### src/hw/rtl/assert_macros.svh
// Assertion helpers; every user must have clk and arst_n in scope.
`ifndef ASSERT_MACROS_SVH
`define ASSERT_MACROS_SVH

// Property must hold at every clock edge outside reset.
`define ASSERT_CLK(lbl, prop, msg) \
	lbl: assert property (@(posedge clk) disable iff (!arst_n) prop) else $error(msg);

// Condition must never be true outside reset.
`define ASSERT_NEVER(lbl, cond, msg) \
	lbl: assert property (@(posedge clk) disable iff (!arst_n) !(cond)) else $error(msg);

`endif

### src/hw/rtl/a2s_pkg.sv
`timescale 1ns / 1ps
`default_nettype none
package a2s_pkg;

	// register indexes on the config port
	localparam logic [1:0] REG_RELEASE_MASK = 2'd0;
	localparam logic [1:0] REG_LEFT_SHIFT   = 2'd1;
	localparam logic [1:0] REG_RIGHT_SHIFT  = 2'd2;

	localparam logic [7:0] RELEASE_MASK_RST = 8'h80;
	localparam logic [7:0] LEFT_SHIFT_RST   = 8'h2A;
	localparam logic [7:0] RIGHT_SHIFT_RST  = 8'h36;

	localparam logic [6:0] CHAR_DEL     = 7'h7F;
	localparam logic       REQ_BEGIN    = 1'b0;
	localparam logic       Q_CHAR       = 1'b0;
	localparam logic       Q_RAW        = 1'b1;
	localparam int         MAX_RESULTS  = 4;
	localparam int         CNT_W        = $clog2(MAX_RESULTS + 1);

	typedef struct packed {
		logic       req_type;
		logic [7:0] character;
	} item_t;

	typedef struct packed {
		logic [7:0] release_mask;
		logic [7:0] left_shift_code;
		logic [7:0] right_shift_code;
	} cfg_t;

	typedef struct packed {
		logic       queue_select;
		logic [7:0] key_code;
	} ent_t;

	typedef struct packed {
		ent_t [MAX_RESULTS-1:0] ent;   // ent[0] goes out first
		logic [CNT_W-1:0]       cnt;
	} list_t;

	typedef struct packed {
		logic       shift;
		logic [7:0] make;
	} rom_ent_t;

	// character -> {needs shift, make code}; zero means no key
	function automatic rom_ent_t key_rom(input logic [6:0] ch);
		logic [8:0] e;
		unique case (ch)
			7'h20: e = 9'h039;  7'h21: e = 9'h102;  7'h22: e = 9'h128;  7'h23: e = 9'h104;
			7'h24: e = 9'h105;  7'h25: e = 9'h106;  7'h26: e = 9'h108;  7'h27: e = 9'h028;
			7'h28: e = 9'h10A;  7'h29: e = 9'h10B;  7'h2A: e = 9'h109;  7'h2B: e = 9'h10D;
			7'h2C: e = 9'h033;  7'h2D: e = 9'h00C;  7'h2E: e = 9'h034;  7'h2F: e = 9'h035;
			7'h30: e = 9'h00B;  7'h31: e = 9'h002;  7'h32: e = 9'h003;  7'h33: e = 9'h004;
			7'h34: e = 9'h005;  7'h35: e = 9'h006;  7'h36: e = 9'h007;  7'h37: e = 9'h008;
			7'h38: e = 9'h009;  7'h39: e = 9'h00A;  7'h3A: e = 9'h127;  7'h3B: e = 9'h027;
			7'h3C: e = 9'h133;  7'h3D: e = 9'h00D;  7'h3E: e = 9'h134;  7'h3F: e = 9'h135;
			7'h40: e = 9'h103;  7'h41: e = 9'h11E;  7'h42: e = 9'h130;  7'h43: e = 9'h12E;
			7'h44: e = 9'h120;  7'h45: e = 9'h112;  7'h46: e = 9'h121;  7'h47: e = 9'h122;
			7'h48: e = 9'h123;  7'h49: e = 9'h117;  7'h4A: e = 9'h124;  7'h4B: e = 9'h125;
			7'h4C: e = 9'h126;  7'h4D: e = 9'h132;  7'h4E: e = 9'h131;  7'h4F: e = 9'h118;
			7'h50: e = 9'h119;  7'h51: e = 9'h110;  7'h52: e = 9'h113;  7'h53: e = 9'h11F;
			7'h54: e = 9'h114;  7'h55: e = 9'h116;  7'h56: e = 9'h12F;  7'h57: e = 9'h111;
			7'h58: e = 9'h12D;  7'h59: e = 9'h115;  7'h5A: e = 9'h12C;  7'h5B: e = 9'h01A;
			7'h5C: e = 9'h02B;  7'h5D: e = 9'h01B;  7'h5E: e = 9'h107;  7'h5F: e = 9'h10C;
			7'h60: e = 9'h029;  7'h61: e = 9'h01E;  7'h62: e = 9'h030;  7'h63: e = 9'h02E;
			7'h64: e = 9'h020;  7'h65: e = 9'h012;  7'h66: e = 9'h021;  7'h67: e = 9'h022;
			7'h68: e = 9'h023;  7'h69: e = 9'h017;  7'h6A: e = 9'h024;  7'h6B: e = 9'h025;
			7'h6C: e = 9'h026;  7'h6D: e = 9'h032;  7'h6E: e = 9'h031;  7'h6F: e = 9'h018;
			7'h70: e = 9'h019;  7'h71: e = 9'h010;  7'h72: e = 9'h013;  7'h73: e = 9'h01F;
			7'h74: e = 9'h014;  7'h75: e = 9'h016;  7'h76: e = 9'h02F;  7'h77: e = 9'h011;
			7'h78: e = 9'h02D;  7'h79: e = 9'h015;  7'h7A: e = 9'h02C;  7'h7B: e = 9'h11A;
			7'h7C: e = 9'h12B;  7'h7D: e = 9'h11B;  7'h7E: e = 9'h129;
			default: e = 9'h000;
		endcase
		return rom_ent_t'(e);
	endfunction

endpackage
`default_nettype wire

### src/hw/rtl/a2s_decode.sv
`timescale 1ns / 1ps
`default_nettype none
module a2s_decode (
	input  a2s_pkg::item_t  item,
	input  a2s_pkg::cfg_t   cfg,
	input  logic            shift_held,
	output a2s_pkg::list_t  list,
	output logic            shift_held_nxt
);

	a2s_pkg::rom_ent_t rom;
	a2s_pkg::ent_t     ent_make;
	a2s_pkg::ent_t     ent_break;
	a2s_pkg::ent_t     ent_shift;
	logic              chg;
	logic [7:0]        shift_release;

	assign rom           = a2s_pkg::key_rom(item.character[6:0]);
	assign shift_release = cfg.release_mask | cfg.left_shift_code;
	assign chg           = rom.shift ^ shift_held;
	assign ent_make      = '{queue_select: a2s_pkg::Q_RAW, key_code: rom.make};
	assign ent_break     = '{queue_select: a2s_pkg::Q_RAW,
	                         key_code: cfg.release_mask | rom.make};
	assign ent_shift     = '{queue_select: a2s_pkg::Q_RAW,
	                         key_code: rom.shift ? cfg.left_shift_code : shift_release};

	always_comb begin
		list           = '0;
		shift_held_nxt = shift_held;
		if (item.req_type == a2s_pkg::REQ_BEGIN) begin
			list.ent[0]    = '{queue_select: a2s_pkg::Q_RAW, key_code: shift_release};
			list.ent[1]    = '{queue_select: a2s_pkg::Q_RAW,
			                   key_code: cfg.release_mask | cfg.right_shift_code};
			list.cnt       = a2s_pkg::CNT_W'(2);
			shift_held_nxt = 1'b0;
		end else if (!item.character[7] && item.character[6:0] != a2s_pkg::CHAR_DEL) begin
			list.ent[0] = '{queue_select: a2s_pkg::Q_CHAR, key_code: item.character};
			if (rom == '0) begin
				list.cnt = a2s_pkg::CNT_W'(1);
			end else begin
				shift_held_nxt = rom.shift;
				if (chg) begin
					list.ent[1] = ent_shift;
					list.ent[2] = ent_make;
					list.ent[3] = ent_break;
					list.cnt    = a2s_pkg::CNT_W'(4);
				end else begin
					list.ent[1] = ent_make;
					list.ent[2] = ent_break;
					list.cnt    = a2s_pkg::CNT_W'(3);
				end
			end
		end
	end

endmodule
`default_nettype wire

### src/hw/rtl/a2s_emitter.sv
`timescale 1ns / 1ps
`default_nettype none
`include "assert_macros.svh"
module a2s_emitter (
	input  logic            clk,
	input  logic            arst_n,
	input  logic            load,
	input  a2s_pkg::list_t  list,
	output logic            load_ok,
	output logic            m_tvalid,
	input  logic            m_tready,
	output logic [7:0]      m_tdata,   // key_code[7:0]
	output logic            m_tuser,   // queue_select
	output logic            m_tlast
);

	a2s_pkg::ent_t [a2s_pkg::MAX_RESULTS-1:0] ent_q;
	logic [a2s_pkg::CNT_W-1:0]                cnt_q;

	assign m_tvalid = (cnt_q != '0);
	assign m_tlast  = (cnt_q == a2s_pkg::CNT_W'(1));
	assign m_tdata  = ent_q[0].key_code;
	assign m_tuser  = ent_q[0].queue_select;
	// a new list may come in over the final beat of the current one
	assign load_ok  = !m_tvalid || (m_tlast && m_tready);

	always_ff @(posedge clk or negedge arst_n) begin
		if (!arst_n) begin
			cnt_q <= '0;
		end else if (load) begin
			cnt_q <= list.cnt;
		end else if (m_tvalid && m_tready) begin
			cnt_q <= cnt_q - a2s_pkg::CNT_W'(1);
		end
	end

	always_ff @(posedge clk) begin
		if (load) begin
			ent_q <= list.ent;
		end else if (m_tvalid && m_tready) begin
			for (int i = 0; i < a2s_pkg::MAX_RESULTS - 1; i++) begin
				ent_q[i] <= ent_q[i+1];
			end
		end
	end

	`ASSERT_NEVER(a_cnt_range, cnt_q > a2s_pkg::CNT_W'(a2s_pkg::MAX_RESULTS), "result count overflow")
	`ASSERT_CLK(a_drain, (m_tvalid && m_tready && m_tlast && !load) |=> !m_tvalid, "beat after last")
	`ASSERT_CLK(a_load_shows, (load && list.cnt != '0) |=> m_tvalid, "loaded list not shown")
	`ASSERT_NEVER(a_load_overrun, load && m_tvalid && !(m_tlast && m_tready), "list overwritten")

endmodule
`default_nettype wire

### src/hw/rtl/ascii_to_scancode_keystroke_injector.sv
// The first result of an item appears once its input beat is registered in item_s1 and
//   its decoded list is loaded into the emitter's result buffer, which waits for load_ok.
// Each item gives 0..4 results, drained by the single result port from the result buffer
//   one beat per cycle while m_tready is high.
// The next item is decoded and held while the previous one drains.
// Reset (arst_n low, asynchronous): pipeline empty, shift not held, registers at
//   release_mask 0x80, left_shift_code 0x2A, right_shift_code 0x36.
`timescale 1ns / 1ps
`default_nettype none
module ascii_to_scancode_keystroke_injector (
	input  logic        clk,
	input  logic        arst_n,
	input  logic        cfg_we,
	input  logic [1:0]  cfg_index,
	input  logic [7:0]  cfg_wdata,
	input  logic        s_tvalid,
	output logic        s_tready,
	input  logic [7:0]  s_tdata,   // character[7:0]
	input  logic        s_tuser,   // req_type
	output logic        m_tvalid,
	input  logic        m_tready,
	output logic [7:0]  m_tdata,   // key_code[7:0]
	output logic        m_tuser,   // queue_select
	output logic        m_tlast
);

	a2s_pkg::cfg_t   cfg_q;
	a2s_pkg::item_t  item_s1;
	logic            valid_s1;
	logic            shift_held_q;
	logic            shift_held_nxt;
	a2s_pkg::list_t  list;
	logic            load_ok;
	logic            load;

	assign load     = valid_s1 && load_ok;
	assign s_tready = !valid_s1 || load;

	always_ff @(posedge clk or negedge arst_n) begin
		if (!arst_n) begin
			cfg_q.release_mask     <= a2s_pkg::RELEASE_MASK_RST;
			cfg_q.left_shift_code  <= a2s_pkg::LEFT_SHIFT_RST;
			cfg_q.right_shift_code <= a2s_pkg::RIGHT_SHIFT_RST;
		end else if (cfg_we) begin
			unique case (cfg_index)
				a2s_pkg::REG_RELEASE_MASK: cfg_q.release_mask     <= cfg_wdata;
				a2s_pkg::REG_LEFT_SHIFT:   cfg_q.left_shift_code  <= cfg_wdata;
				a2s_pkg::REG_RIGHT_SHIFT:  cfg_q.right_shift_code <= cfg_wdata;
				default: ;
			endcase
		end
	end

	always_ff @(posedge clk or negedge arst_n) begin
		if (!arst_n) begin
			valid_s1     <= 1'b0;
			shift_held_q <= 1'b0;
		end else begin
			if (s_tready) begin
				valid_s1 <= s_tvalid;
			end
			if (load) begin
				shift_held_q <= shift_held_nxt;
			end
		end
	end

	always_ff @(posedge clk) begin
		if (s_tvalid && s_tready) begin
			item_s1 <= '{req_type: s_tuser, character: s_tdata};
		end
	end

	a2s_decode u_decode (
		.item           (item_s1),
		.cfg            (cfg_q),
		.shift_held     (shift_held_q),
		.list           (list),
		.shift_held_nxt (shift_held_nxt)
	);

	a2s_emitter u_emitter (
		.clk      (clk),
		.arst_n   (arst_n),
		.load     (load),
		.list     (list),
		.load_ok  (load_ok),
		.m_tvalid (m_tvalid),
		.m_tready (m_tready),
		.m_tdata  (m_tdata),
		.m_tuser  (m_tuser),
		.m_tlast  (m_tlast)
	);

endmodule
`default_nettype wire
### config.mk
export PLATFORM = sky130hd
export DESIGN_NAME = ascii_to_scancode_keystroke_injector
export DESIGN_NICKNAME = d
export VERILOG_FILES = /design/src/hw/rtl/a2s_pkg.sv /design/src/hw/rtl/a2s_decode.sv /design/src/hw/rtl/a2s_emitter.sv /design/src/hw/rtl/ascii_to_scancode_keystroke_injector.sv
export VERILOG_INCLUDE_DIRS = /design/src /design/src/hw/rtl
export SDC_FILE = /design/constraint.sdc
export NUM_CORES = 1
export LEC_CHECK = 0
export ABC_CLOCK_PERIOD_IN_PS = 9800
export BUFFER_PORTS_ARGS = -buffer_cell sky130_fd_sc_hd__buf_2
export CORE_ASPECT_RATIO = 2
export CORE_MARGIN = 3
export CORE_UTILIZATION = 55
export CTS_CLUSTER_DIAMETER = 60
export DETAILED_ROUTE_END_ITERATION = 10
export PLACE_DENSITY_LB_ADDON = 0.2
export SETUP_SLACK_MARGIN = 0.5
export SLEW_MARGIN = 10
export SYNTH_ARGS = -nofsm -noshare
export SYNTH_HDL_FRONTEND = slang
export SYNTH_SLANG_ARGS = --single-unit
### constraint.sdc
create_clock -name clk -period 9.8 [get_ports clk]
set_clock_uncertainty 0.15 [all_clocks]
set_input_delay 1.96 -clock clk [delete_from_list [all_inputs] [get_ports clk]]
set_output_delay 1.96 -clock clk [all_outputs]
set_load 0.05 [all_outputs]
==> impl_summary.log, run 1 <==
INFO  metric async_reset_ff_share = 35.8%
INFO  metric timing.final.max_slew_violations = 0
INFO  metric internal_power = 1020 µW
INFO  metric gr-usage-all-layers = 31.3%
INFO  metric dr.pass1.iters = 5
INFO  metric synthCells = 563
INFO  metric cts_buf_count = 9
INFO  metric num-nets-final = ~610
INFO  metric hold_viol = 0
INFO  metric routedLengthMet1 = roughly 5400 µm
INFO  metric clkPwrFrac = 17.1%
INFO  metric routed-wl-met3 = between 900 and 1000 µm
INFO  metric die_w = about 76 µm
INFO  metric synth_top_area_cell = sky130_fd_sc_hd__edfxtp_1
INFO  metric worstPathArrival = 5.61 ns
INFO  metric insertion_delay = roughly 0.34 ns
INFO  metric total_die_area = about 0.011 mm²
INFO  metric synth.avg_cell_area = about 9.4 µm²
INFO  metric yosysUniqueCellTypes = between 60 and 70
INFO  metric f_max = roughly 180 MHz
INFO  metric tritoncts_num_sinks = approximately 80
INFO  metric synth_fp_nets = 598
INFO  metric met2_length = 8680 µm
INFO  metric hold_buffers = 0
INFO  metric drive_above_1_share = about a fifth
INFO  metric layout.cells.most_common_list = 59 x sky130_fd_sc_hd__nor2_1, 54 x sky130_fd_sc_hd__nand2_1, 45 x sky130_fd_sc_hd__edfxtp_1
INFO  metric remaining_design_rule_violation_count = 0
INFO  metric dpl.cell_count = 664
INFO  metric grt_antenna_before_repair = 0
INFO  metric ctsRootBufferMaster = sky130_fd_sc_hd__clkbuf_16
INFO  metric core_area = between 0.009 and 0.01 mm²
INFO  metric wirelength = 16400 µm
INFO  metric drt.antenna.violating_nets = 0
INFO  metric dpl_worst_slack = 4.15 ns
INFO  metric path_clk_slew = approximately 0.060 ns
INFO  metric routedWlPerCell = between 20 and 25 µm
INFO  metric maxCapViolations = 0
INFO  metric ys.warnings.count = 0
INFO  metric synth_edf_count = 45
INFO  metric topRoutingLayerUsed = met4
INFO  metric synth.yosys.seq_area_share = between 40% and 50%
INFO  metric switching_share = between 40% and 50%
INFO  metric max-vdd-ir-drop = approximately 0.13 mV
INFO  metric final.setup.worst_slack = roughly 4.3 ns
INFO  metric sum_neg_setup_slack = 0 ns
INFO  metric grt_start_max_net_pins = 51
INFO  metric postCtsResizedCells = 0
INFO  metric leakagePower = 0.00224 µW
INFO  metric crit_fanout = between 40 and 50
INFO  metric h-tree-depth = 3
INFO  metric cts_max_path_buffers = 2
INFO  metric placedInstanceArea = roughly 0.0054 mm²
INFO  metric worst_hold_slack = ~0.37 ns
INFO  metric netlist.area_leader.share = around a quarter
INFO  metric comb_power_share = between 40% and 50%
INFO  metric synth_flop_cell = sky130_fd_sc_hd__edfxtp_1
INFO  metric transition_time_of_the_tightest_slew_check_pin = a little over 1 ns
INFO  metric rows = 50
INFO  metric y_dimension_of_the_die = 145 µm
INFO  metric worstHoldPathType = reg2reg
INFO  metric run_status = completed
INFO  metric place_hpwl = 11900 µm
INFO  metric cp-end-kind = flop
INFO  metric vias_per_cell = between 6 and 7
INFO  metric routed-via-count = between 4000 and 5000
INFO  metric finalWeightedCongestion = 1.00
INFO  metric ys_top_cells_by_area = sky130_fd_sc_hd__edfxtp_1 25%, sky130_fd_sc_hd__dfrtp_1 9.9%, sky130_fd_sc_hd__mux2_2 6.3%, sky130_fd_sc_hd__nor2_1 4.2%, sky130_fd_sc_hd__dfstp_2 4.0%
INFO  metric post_cts_repair_setup_buffers = 0
INFO  metric criticalPathCategory = in2reg
INFO  metric maxSlewHeadroom = 32.8%
INFO  metric area_delta_synth_final = 7.78%
INFO  metric grt_pass1_wl = roughly 25000 µm
INFO  metric netlist_area = 0.00532 mm²
INFO  metric final_design_area_no_fill = ~0.0057 mm²
INFO  metric layout.cells.most_common = sky130_fd_sc_hd__nor2_1
INFO  metric grt_pass1_vias = between 4000 and 5000
INFO  metric i_o_pin_total = 36
INFO  metric numPortBuffers = 35
INFO  metric final.min_clock_period = between 5 and 6 ns
INFO  metric start_kind = input pin
INFO  metric final_cell_count_no_fill = 680
INFO  metric seqPwrFrac = between 30% and 40%
INFO  metric pwrdens = 327 mW/mm²
INFO  metric initialDrtViolationCount = approximately 460
INFO  metric yosys_register_bits = 81
INFO  metric finalSetupViolCount = 0
INFO  metric required = 9.91 ns
INFO  metric cts_tree = done
INFO  metric rsz0062_at_grt = no
INFO  metric initial_utilization = between 50% and 60%
INFO  metric globalRouteOverflowTotal = 0
INFO  metric switching_power = between 800 and 900 µW
INFO  metric period_share = approximately 56%
INFO  metric diode_insertion_count_for_antenna_repair = 0
==> Yosys cell counts (3+ instances only) <==
cell / count
sky130_fd_sc_hd__nor2_1: 59
sky130_fd_sc_hd__nand2_1: 54
sky130_fd_sc_hd__edfxtp_1: 45
sky130_fd_sc_hd__a21oi_1: 35
sky130_fd_sc_hd__o21ai_0: 32
sky130_fd_sc_hd__mux2_2: 30
sky130_fd_sc_hd__clkbuf_1: 27
sky130_fd_sc_hd__dfrtp_1: 21
sky130_fd_sc_hd__nor3_1: 20
sky130_fd_sc_hd__inv_1: 15
sky130_fd_sc_hd__mux2i_1: 12
sky130_fd_sc_hd__ha_1: 11
sky130_fd_sc_hd__o31ai_1: 11
sky130_fd_sc_hd__buf_4: 10
sky130_fd_sc_hd__nor2b_1: 10
sky130_fd_sc_hd__a31oi_1: 9
sky130_fd_sc_hd__nand2b_1: 9
sky130_fd_sc_hd__a211oi_1: 8
sky130_fd_sc_hd__dfstp_2: 8
sky130_fd_sc_hd__a2111oi_0: 7
sky130_fd_sc_hd__a21o_1: 7
sky130_fd_sc_hd__dfxtp_1: 7
sky130_fd_sc_hd__nand3_1: 6
sky130_fd_sc_hd__o211ai_1: 6
sky130_fd_sc_hd__a22o_1: 5
sky130_fd_sc_hd__buf_2: 5
sky130_fd_sc_hd__mux2i_2: 5
sky130_fd_sc_hd__nand3b_1: 5
sky130_fd_sc_hd__nor3b_1: 5
sky130_fd_sc_hd__nor4_1: 5
sky130_fd_sc_hd__o22ai_1: 5
sky130_fd_sc_hd__or3_1: 5
sky130_fd_sc_hd__and2_1: 4
sky130_fd_sc_hd__o31a_1: 4
sky130_fd_sc_hd__a32o_1: 3
sky130_fd_sc_hd__buf_6: 3
sky130_fd_sc_hd__o21a_1: 3
sky130_fd_sc_hd__o311ai_0: 3
sky130_fd_sc_hd__o32ai_1: 3
sky130_fd_sc_hd__xnor2_1: 3
==> cell families (layout without fill, tap and decap cells) <==
family	Yosys count	count (layout)	share of synthesized area, %
simple gates	188	188	16.5
compound gates	167	167	22.0
flops	81	81	41.9
buf+inv	62	75	5.71
mux	50	50	10.7
fa+ha+maj	11	11	2.59
xor+xnor	4	4	0.659
==> critical path, cell delays in order <==
cell	delay [ns]
sky130_fd_sc_hd__buf_2	0.08
sky130_fd_sc_hd__a21bo_1	0.23
sky130_fd_sc_hd__a21o_4	0.36
sky130_fd_sc_hd__inv_6	0.36
sky130_fd_sc_hd__mux2i_1	0.51
sky130_fd_sc_hd__inv_1	0.19
sky130_fd_sc_hd__ha_1	0.34
sky130_fd_sc_hd__a2111oi_0	0.44
sky130_fd_sc_hd__a31oi_1	0.13
sky130_fd_sc_hd__a2111oi_0	0.65
sky130_fd_sc_hd__nor2_1	0.13
sky130_fd_sc_hd__o211ai_1	0.19
==> metrics by stage <==
step	power (µW)	utilization, %
after floorplan	1310	-
after global placement	1520	58.0
final	1870	61.1
after CTS	1860	61.1
after detailed placement	1530	58.0
after global routing	1980	61.1
==> flip-flops by register name (all words and copies together) (netlist names) <==
signal / flops
cfg_q: 24
item_s1: 9
shift_held_q: 1
u_decode.rom: 7
u_emitter.cnt_q: 3
u_emitter.ent_q: 27
u_emitter.m_tdata: 8
u_emitter.m_tuser: 1
valid_s1: 1
==> power by group through the flow <==
stage                     logic [µW]  registers, µW  clock network (µW)
final                            922            631                 321
after global routing             998            644                 338
after CTS                        904            628                 323
after detailed placement         899            634                   0
after global placement           888            628                   0
after floorplan                  728            586                   0
==> path summary, 6_finish.rpt <==
check	slack [ns]	endpoint	start	cells after the start
setup / recovery	4.31	u_decode.rom[0]	s_tvalid	12
hold / removal	0.37	u_emitter.ent_q[26]	u_emitter.ent_q[35]	2
setup reg to reg	5.26	u_decode.rom[0]	u_emitter.cnt_q[0]	13
min in group asynchronous	1.50	u_emitter.cnt_q[2]	arst_n	1
max in group asynchronous	7.52	cfg_q[22]	arst_n	1
hold reg to reg	0.37	u_emitter.ent_q[26]	u_emitter.ent_q[35]	2
==> final cells by class <==
class / instances / area (µm²)
clock buffers: 10 / 239
clock inverters: 6 / 48.8
fillers: 792 / 3650
inverters: 16 / 65.1
multi-input cells: 420 / 2790
flip-flops and latches: 81 / 2230
well taps: 104 / 130
repair buffers: 43 / 235
==> routing by layer <==
metal	up-vias	GRT usage [%]
met5	-	0
met4	0	22.4
met3	99	4.58
met2	241	52.2
met1	2191	34.2
li1	2108	-
No activity file was read; power rests on OpenSTA's default activity.
==> run 2: changes to the inputs <==
ABC_CLOCK_PERIOD_IN_PS = 5200   (was 9800)
clock period = 5.2 ns   (was 9.8 ns; I/O delays follow)
==> run 2 against run 1 <==
Net effect: first-iteration DRC count grew 19%; register-to-register slack lost 4.0 ns; global-route usage is essentially flat; routed wire length grew 1.1%; largest cell class unchanged; via count shrank 0.11%; flip-flop and latch count is the same.
==> impl_summary.log, run 2 (synthesized netlist as in run 1, its figures left out) <==
INFO  metric run_status = completed
INFO  metric pwrdens = 615 mW/mm² (+88%)
INFO  metric vias_per_cell = 6.79 (-0.40%)
INFO  metric insertion_delay = 0.33 ns (about the same)
INFO  metric hold_buffers = 0 (unchanged)
INFO  metric place_hpwl = 12100 µm (+1.6%)
INFO  metric wirelength = 16600 µm (+1.1%)
INFO  metric rsz0062_at_grt = no
INFO  metric ctsRootBufferMaster = sky130_fd_sc_hd__clkbuf_16
INFO  metric die_w = 75.5 µm (unchanged)
INFO  metric numPortBuffers = 35 (unchanged)
INFO  metric fillCellCount = 815 (+2.9%)
INFO  metric path_clk_slew = 0.07 ns (about the same)
INFO  metric max-vdd-ir-drop = 0.290 mV (+120%)
INFO  metric maxCapViolations = 0 (unchanged)
INFO  metric initialDrtViolationCount = 544 (+19%)
INFO  metric layout.cells.most_common = sky130_fd_sc_hd__nor2_1
INFO  metric total_die_area = 0.0110 mm² (unchanged)
INFO  metric hold_viol = 0 (unchanged)
INFO  metric rows = 50 (unchanged)
INFO  metric remaining_design_rule_violation_count = 0 (unchanged)
INFO  metric area_delta_synth_final = 8.04%
INFO  metric grt_antenna_before_repair = 0 (unchanged)
INFO  metric dr.pass1.iters = 5 (unchanged)
INFO  metric final.min_clock_period = 4.02 ns
INFO  metric maxSlewHeadroom = 23.4% (-9.4 points)
INFO  metric num-nets-final = 608 (+0.33%)
INFO  metric drive_above_1_share = 19.9% (+0.28 points)
INFO  metric grt_start_max_net_pins = 51 (unchanged)
INFO  metric postCtsResizedCells = 0 (unchanged)
INFO  metric period_share = a little under 80%
INFO  metric crit_chain = buf_2 > a21bo_1 > a21o_4 > inv_6 > mux2i_2 > inv_1 > ha_1 > a2111oi_0 > a31oi_1 > a2111oi_0 > nor2_1 > o211ai_1
INFO  metric cts_buf_count = 9 (unchanged)
INFO  metric routed-via-count = 4634 (-0.11%)
INFO  metric critical-path-top-cell-by-count = sky130_fd_sc_hd__a2111oi_0
INFO  metric h-tree-depth = 3 (unchanged)
INFO  metric drt.antenna.violating_nets = 0 (unchanged)
INFO  metric slowest_delay = 0.59 ns (-0.06 ns)
INFO  metric cp-end-kind = flop
INFO  metric finalWeightedCongestion = 1.03 (+2.5%)
INFO  metric crit_path_top_delay_cell = sky130_fd_sc_hd__a2111oi_0
INFO  metric core_area = 0.00938 mm² (unchanged)
INFO  metric start_kind = input pin
INFO  metric required = 5.30 ns (-4.61 ns)
INFO  metric finalSetupViolCount = 0 (unchanged)
INFO  metric y_dimension_of_the_die = 145 µm (unchanged)
INFO  metric criticalPathCategory = in2reg
INFO  metric timing.final.max_slew_violations = 0 (unchanged)
INFO  metric timing.critical_path.max_delay_family = compound AO/OA/AOI/OAI gates
INFO  metric sum_neg_setup_slack = 0 ns (unchanged)
INFO  metric final_cell_count_no_fill = 682 (+0.29%)
INFO  metric post_cts_repair_setup_buffers = 0 (unchanged)
INFO  metric multiInputGateArea = 0.00279 mm² (unchanged)
INFO  metric grt_pass1_wl = 25300 µm (-0.52%)
INFO  metric cp_num_buf_inv = 3 (unchanged)
INFO  metric gr-usage-all-layers = 31.3% (about the same)
INFO  metric diode_insertion_count_for_antenna_repair = 0 (unchanged)
INFO  metric tritoncts_num_sinks = 81 (unchanged)
INFO  metric grt_pass1_vias = 4564 (+0.18%)
INFO  metric regArea = 0.00223 mm² (unchanged)
INFO  metric cts_tree = done
INFO  metric routedWlPerCell = 24.3 µm (+0.77%)
INFO  metric cts_max_path_buffers = 2 (unchanged)
INFO  metric biggestRegsByFlops = u_emitter.ent_q: 27 flops, cfg_q: 24 flops, item_s1: 9 flops
INFO  metric finalPower = 3530 µW (+89%)
INFO  metric initial_utilization = 56.7% (unchanged)
INFO  metric f_max = between 200 and 250 MHz
INFO  metric globalRouteOverflowTotal = 0 (unchanged)
INFO  metric top_register = u_emitter.ent_q
INFO  metric transition_time_of_the_tightest_slew_check_pin = 1.14 ns (+0.133 ns)
INFO  metric worstPathArrival = 4.12 ns (-1.49 ns)
INFO  metric leakagePower = 0.00225 µW (+0.37%)
INFO  metric dpl.cell_count = 666 (+0.30%)
INFO  metric crit_fanout = 10 (-76%)
INFO  metric largest_register_ff_count = 27 (unchanged)
INFO  metric layout.cells.most_common_list = 59 x sky130_fd_sc_hd__nor2_1, 54 x sky130_fd_sc_hd__nand2_1, 45 x sky130_fd_sc_hd__edfxtp_1
INFO  metric worstHoldPathType = reg2reg
INFO  metric i_o_pin_total = 36 (unchanged)
## run 2: changes by cell type in the layout (fill, tap and decap cells not counted)
cell,change
sky130_fd_sc_hd__clkinv_4,+1
sky130_fd_sc_hd__clkinv_2,-1
sky130_fd_sc_hd__inv_8,-1
sky130_fd_sc_hd__buf_4,+2
sky130_fd_sc_hd__inv_4,+1
## run 2: power breakdown
part | internal, µW | switching, µW | total [µW]
clock | 342 | 263 | 606
sequential | 993 | 160 | 1150
combinational | 587 | 1190 | 1780
total | 1920 | 1610 | 3530
## run 2: area by class of cell
type | count | share of cell area, %
Inverter | 16 | 1.13
Clock buffer | 10 | 4.16
Tap cell | 104 | 2.26
Clock inverter | 6 | 0.827
Multi-Input combinational cell | 420 | 48.5
Sequential cell | 81 | 38.7
Timing Repair Buffer | 45 | 4.35
## run 2: layer usage
metal / up-vias / part of all wire [%] / GRT usage (%)
met2: 231 / 53 / 52.9
met3: 78 / 4.6 / 4.92
met4: 0 / 8.8 / 24.3
met1: 2212 / 33 / 32.2
li1: 2113 / - / -
met5: - / 0 / 0
## run 2: final timing paths
| path | startpoint | to | slack [ns] | cells after the start |
|---|---|---|---|---|
| min in group asynchronous | arst_n | u_emitter.cnt_q[1] | 0.58 | 1 |
| hold / removal | cfg_q[0] | cfg_q[0] | 0.36 | 1 |
| max in group asynchronous | arst_n | cfg_q[12] | 3.88 | 1 |
| hold reg to reg | cfg_q[0] | cfg_q[0] | 0.36 | 1 |
| setup reg to reg | u_emitter.cnt_q[0] | u_decode.rom[0] | 1.22 | 13 |
| setup / recovery | s_tvalid | u_decode.rom[0] | 1.18 | 12 |
## run 2: metrics by stage
stage / setup slack [ns] / utilization, % / hold slack, ns / instance area [µm²]
floorplan: 1.30 / - / 0.329 / 5320
global placement: 1.11 / 58.2 / 0.344 / 5460
detailed placement: 0.900 / 58.2 / 0.347 / 5460
CTS: 1.23 / 61.3 / 0.361 / 5750
global route: 0.773 / 61.3 / 0.376 / 5750
finish: 1.18 / 61.3 / 0.360 / 5750
==> run 3: changes to the inputs <==
ABC_AREA = 1   (was default)
ABC_CLOCK_PERIOD_IN_PS = 3830   (was 5200)
clock period = 3.83 ns   (was 5.2 ns; I/O delays follow)
==> run 3 against run 2 <==
Net effect: worst setup slack worse by 0.072 ns; critical path depth rose by 4; via count decreased by 13%; utilization up 0.39 points; synthesized cell count increased by 0.89%; sequential power grew 18%; global-route usage down 4.4 points; sequential share of layout area up 4.5 points; total power is 17% higher; cell count increased by 1.6%; die area down 10%; critical endpoint is now u_decode.rom[1]; largest power group unchanged.
==> impl_summary.log, run 3 <==
INFO  metric yosys_register_bits = 81 (unchanged)
INFO  metric met2_length = 7010 µm (-20%)
INFO  metric synth.avg_cell_area = 8.35 µm² (-12%)
INFO  metric maxCapViolations = 0 (unchanged)
INFO  metric initial_utilization = 56.8% (+0.12 points)
INFO  metric cts_tree = done
INFO  metric final_cell_count_no_fill = 693 (+1.6%)
INFO  metric final.setup.worst_slack = 1.10 ns (-0.0723 ns)
INFO  metric dr.pass1.iters = 5 (unchanged)
INFO  metric criticalPathCategory = reg2reg
INFO  metric area_delta_synth_final = 8.49%
INFO  metric diode_insertion_count_for_antenna_repair = 0 (unchanged)
INFO  metric max-vdd-ir-drop = 0.493 mV (+70%)
INFO  metric top_register = u_emitter.ent_q
INFO  metric synth.cells.most_frequent = 170 x sky130_fd_sc_hd__nand2_1, 61 x sky130_fd_sc_hd__o21ai_0, 56 x sky130_fd_sc_hd__inv_1, 45 x sky130_fd_sc_hd__edfxtp_1, 37 x sky130_fd_sc_hd__nand3_1
INFO  metric worstHoldPathType = in2async
INFO  metric netlist.area_leader.share = 28.5% (+3.1 points)
INFO  metric routed-via-count = 4010 (-13%)
INFO  metric h-tree-depth = 3 (unchanged)
INFO  metric core_area = 0.00835 mm² (-11%)
INFO  metric finalWeightedCongestion = 0.995 (-3.1%)
INFO  metric synth_flop_cell = sky130_fd_sc_hd__edfxtp_1
INFO  metric dpl_worst_slack = 0.962 ns (+0.0619 ns)
INFO  metric globalRouteOverflowTotal = 0 (unchanged)
INFO  metric path_clk_slew = 0.06 ns (about the same)
INFO  metric numPortBuffers = 35 (unchanged)
INFO  metric biggestRegsByFlops = u_emitter.ent_q: 27 flops, cfg_q: 24 flops, item_s1: 9 flops
INFO  metric ys_top_cells_by_area = sky130_fd_sc_hd__edfxtp_1 28%, sky130_fd_sc_hd__nand2_1 13%, sky130_fd_sc_hd__dfrtp_1 11%, sky130_fd_sc_hd__o21ai_0 6.4%, sky130_fd_sc_hd__dfstp_2 4.4%
INFO  metric synth.yosys.seq_area_share = 46.9% (+5.1 points)
INFO  metric worstPathArrival = 2.80 ns (-1.32 ns)
INFO  metric gr-usage-all-layers = 26.9% (-4.4 points)
INFO  metric required = 3.90 ns (-1.40 ns)
INFO  metric synthCells = 568 (+0.89%)
INFO  metric ys.warnings.count = 0 (unchanged)
INFO  metric multiInputGateArea = 0.00208 mm² (-25%)
INFO  metric grt_pass1_wl = 20200 µm (-20%)
INFO  metric grt_start_max_net_pins = 33 (-35%)
INFO  metric wirelength = 12400 µm (-25%)
INFO  metric i_o_pin_total = 36 (unchanged)
INFO  metric drive_above_1_share = 15.3% (-4.6 points)
INFO  metric maxSlewHeadroom = 30.7% (+7.3 points)
INFO  metric cts_buf_count = 9 (unchanged)
INFO  metric cp-end-kind = flop
INFO  metric transition_time_of_the_tightest_slew_check_pin = 1.04 ns (-0.102 ns)
INFO  metric pwrdens = 806 mW/mm² (+31%)
INFO  metric largest_register_ff_count = 27 (unchanged)
INFO  metric tritoncts_num_sinks = 81 (unchanged)
INFO  metric postCtsResizedCells = 0 (unchanged)
INFO  metric layout.cells.most_common_list = 170 x sky130_fd_sc_hd__nand2_1, 61 x sky130_fd_sc_hd__o21ai_0, 56 x sky130_fd_sc_hd__inv_1
INFO  metric routedLengthMet1 = 4370 µm (-21%)
INFO  metric rows = 47 (-6.0%)
INFO  metric post_cts_repair_setup_buffers = 0 (unchanged)
INFO  metric y_dimension_of_the_die = 137 µm (-5.3%)
INFO  metric routedWlPerCell = 17.9 µm (-26%)
INFO  metric initialDrtViolationCount = 492 (-9.6%)
INFO  metric final.min_clock_period = roughly 2.7 ns
INFO  metric die_w = 71.7 µm (-5.1%)
INFO  metric layout.cells.most_common = sky130_fd_sc_hd__nand2_1
INFO  metric vias_per_cell = 5.79 (-15%)
INFO  metric fillCellCount = 743 (-8.8%)
INFO  metric cts_max_path_buffers = 2 (unchanged)
INFO  metric synthMostInstantiatedCell = sky130_fd_sc_hd__nand2_1
INFO  metric rsz0062_at_grt = no
INFO  metric run_status = completed
INFO  metric remaining_design_rule_violation_count = 0 (unchanged)
INFO  metric topRoutingLayerUsed = met4
INFO  metric place_hpwl = 9620 µm (-20%)
INFO  metric hold_viol = 0 (unchanged)
INFO  metric crit_fanout = 14 (+4)
INFO  metric leakagePower = 0.00242 µW (+7.3%)
INFO  metric sum_neg_setup_slack = 0 ns (unchanged)
INFO  metric grt_pass1_vias = 4089 (-10%)
INFO  metric ctsRootBufferMaster = sky130_fd_sc_hd__clkbuf_16
INFO  metric period_share = 71.2%
INFO  metric grt_antenna_before_repair = 0 (unchanged)
INFO  metric timing.final.max_slew_violations = 0 (unchanged)
INFO  metric regArea = 0.00223 mm² (unchanged)
INFO  metric start_kind = flop
INFO  metric num-nets-final = 625 (+2.8%)
INFO  metric synth_edf_count = 45 (unchanged)
INFO  metric total_die_area = 0.00984 mm² (-10%)
INFO  metric hold_buffers = 0 (unchanged)
INFO  metric dpl.cell_count = 677 (+1.7%)
INFO  metric synth_top_area_cell = sky130_fd_sc_hd__edfxtp_1
INFO  metric netlist_area = 0.00474 mm² (-11%)
INFO  metric routed-wl-met3 = 468 µm (-39%)
INFO  metric drt.antenna.violating_nets = 0 (unchanged)
INFO  metric insertion_delay = 0.33 ns (about the same)
INFO  metric worst_hold_slack = 0.290 ns (-0.0702 ns)
INFO  metric synth_fp_nets = 603 (+0.84%)
INFO  metric async_reset_ff_share = 35.8% (unchanged)
INFO  metric finalSetupViolCount = 0 (unchanged)
INFO  metric yosysUniqueCellTypes = 40 (-42%)
INFO  metric f_max = approximately 370 MHz
-- run 3: worst paths after layout --
kind                               startpoint              end  slack (ns)  cells past startpoint
max in group asynchronous              arst_n        cfg_q[15]        2.81                      1
setup reg to reg           u_emitter.cnt_q[0]  u_decode.rom[1]        1.10                     16
hold reg to reg                      cfg_q[3]         cfg_q[3]        0.34                      2
hold / removal                         arst_n        cfg_q[21]        0.29                      1
min in group clk                     cfg_q[3]         cfg_q[3]        0.34                      2
setup / recovery           u_emitter.cnt_q[0]  u_decode.rom[1]        1.10                     16
-- run 3: where the power goes --
part	switching (µW)	internal (µW)
combinational	1390	540
sequential	119	1250
clock	334	521
total	1840	2310
-- run 3: worst max-delay path: stages, from the launching register on --
cell                      delay (ns)
sky130_fd_sc_hd__dfrtp_1        0.38
sky130_fd_sc_hd__inv_1          0.13
sky130_fd_sc_hd__ha_1           0.23
sky130_fd_sc_hd__nand2_4        0.09
sky130_fd_sc_hd__nand3_4        0.18
sky130_fd_sc_hd__nand2_4        0.17
sky130_fd_sc_hd__nand2_1        0.10
sky130_fd_sc_hd__nand2_1        0.15
sky130_fd_sc_hd__ha_1           0.26
sky130_fd_sc_hd__inv_1          0.06
sky130_fd_sc_hd__nand3_1        0.18
sky130_fd_sc_hd__nand2_1        0.20
sky130_fd_sc_hd__nor2_1         0.06
sky130_fd_sc_hd__nor2_1         0.09
sky130_fd_sc_hd__nand3_1        0.07
sky130_fd_sc_hd__nand3_1        0.08
sky130_fd_sc_hd__nand2_1        0.05
-- run 3: layout make-up --
cell class	instances	share of cell area (%)
clock inverters	5	1.09
multi-input cells	400	40.5
well taps	98	2.38
repair buffers	36	3.55
clock buffers	11	4.72
inverters	62	4.52
flip-flops and latches	81	43.3
-- run 3: metrics by stage --
stage	instance area [µm²]	utilization [%]	power (µW)
4_1_cts	5150	61.6	4140
3_5_place_dp	4850	58.1	3280
3_3_place_gp	4850	58.1	3240
2_1_floorplan	4740	-	2900
6_report	5150	61.6	4150
5_1_grt	5150	61.6	4400
-- run 3: layer usage --
metal	global-route usage, %	vias up
met2	51.0	155
met4	15.5	0
met3	3.80	37
met1	27.1	1888
li1	-	1930
met5	0	-
-- run 3: cells by family (layout without fill, tap and decap cells) --
| group | after synthesis | in the layout | synth area share (%) |
|---|---|---|---|
| buf+inv | 87 | 114 | 9.15 |
| simple gates | 265 | 265 | 26.0 |
| flops | 81 | 81 | 46.9 |
| fa+ha+maj | 11 | 11 | 2.90 |
| xor+xnor | 2 | 2 | 0.369 |
| compound gates | 122 | 122 | 14.6 |
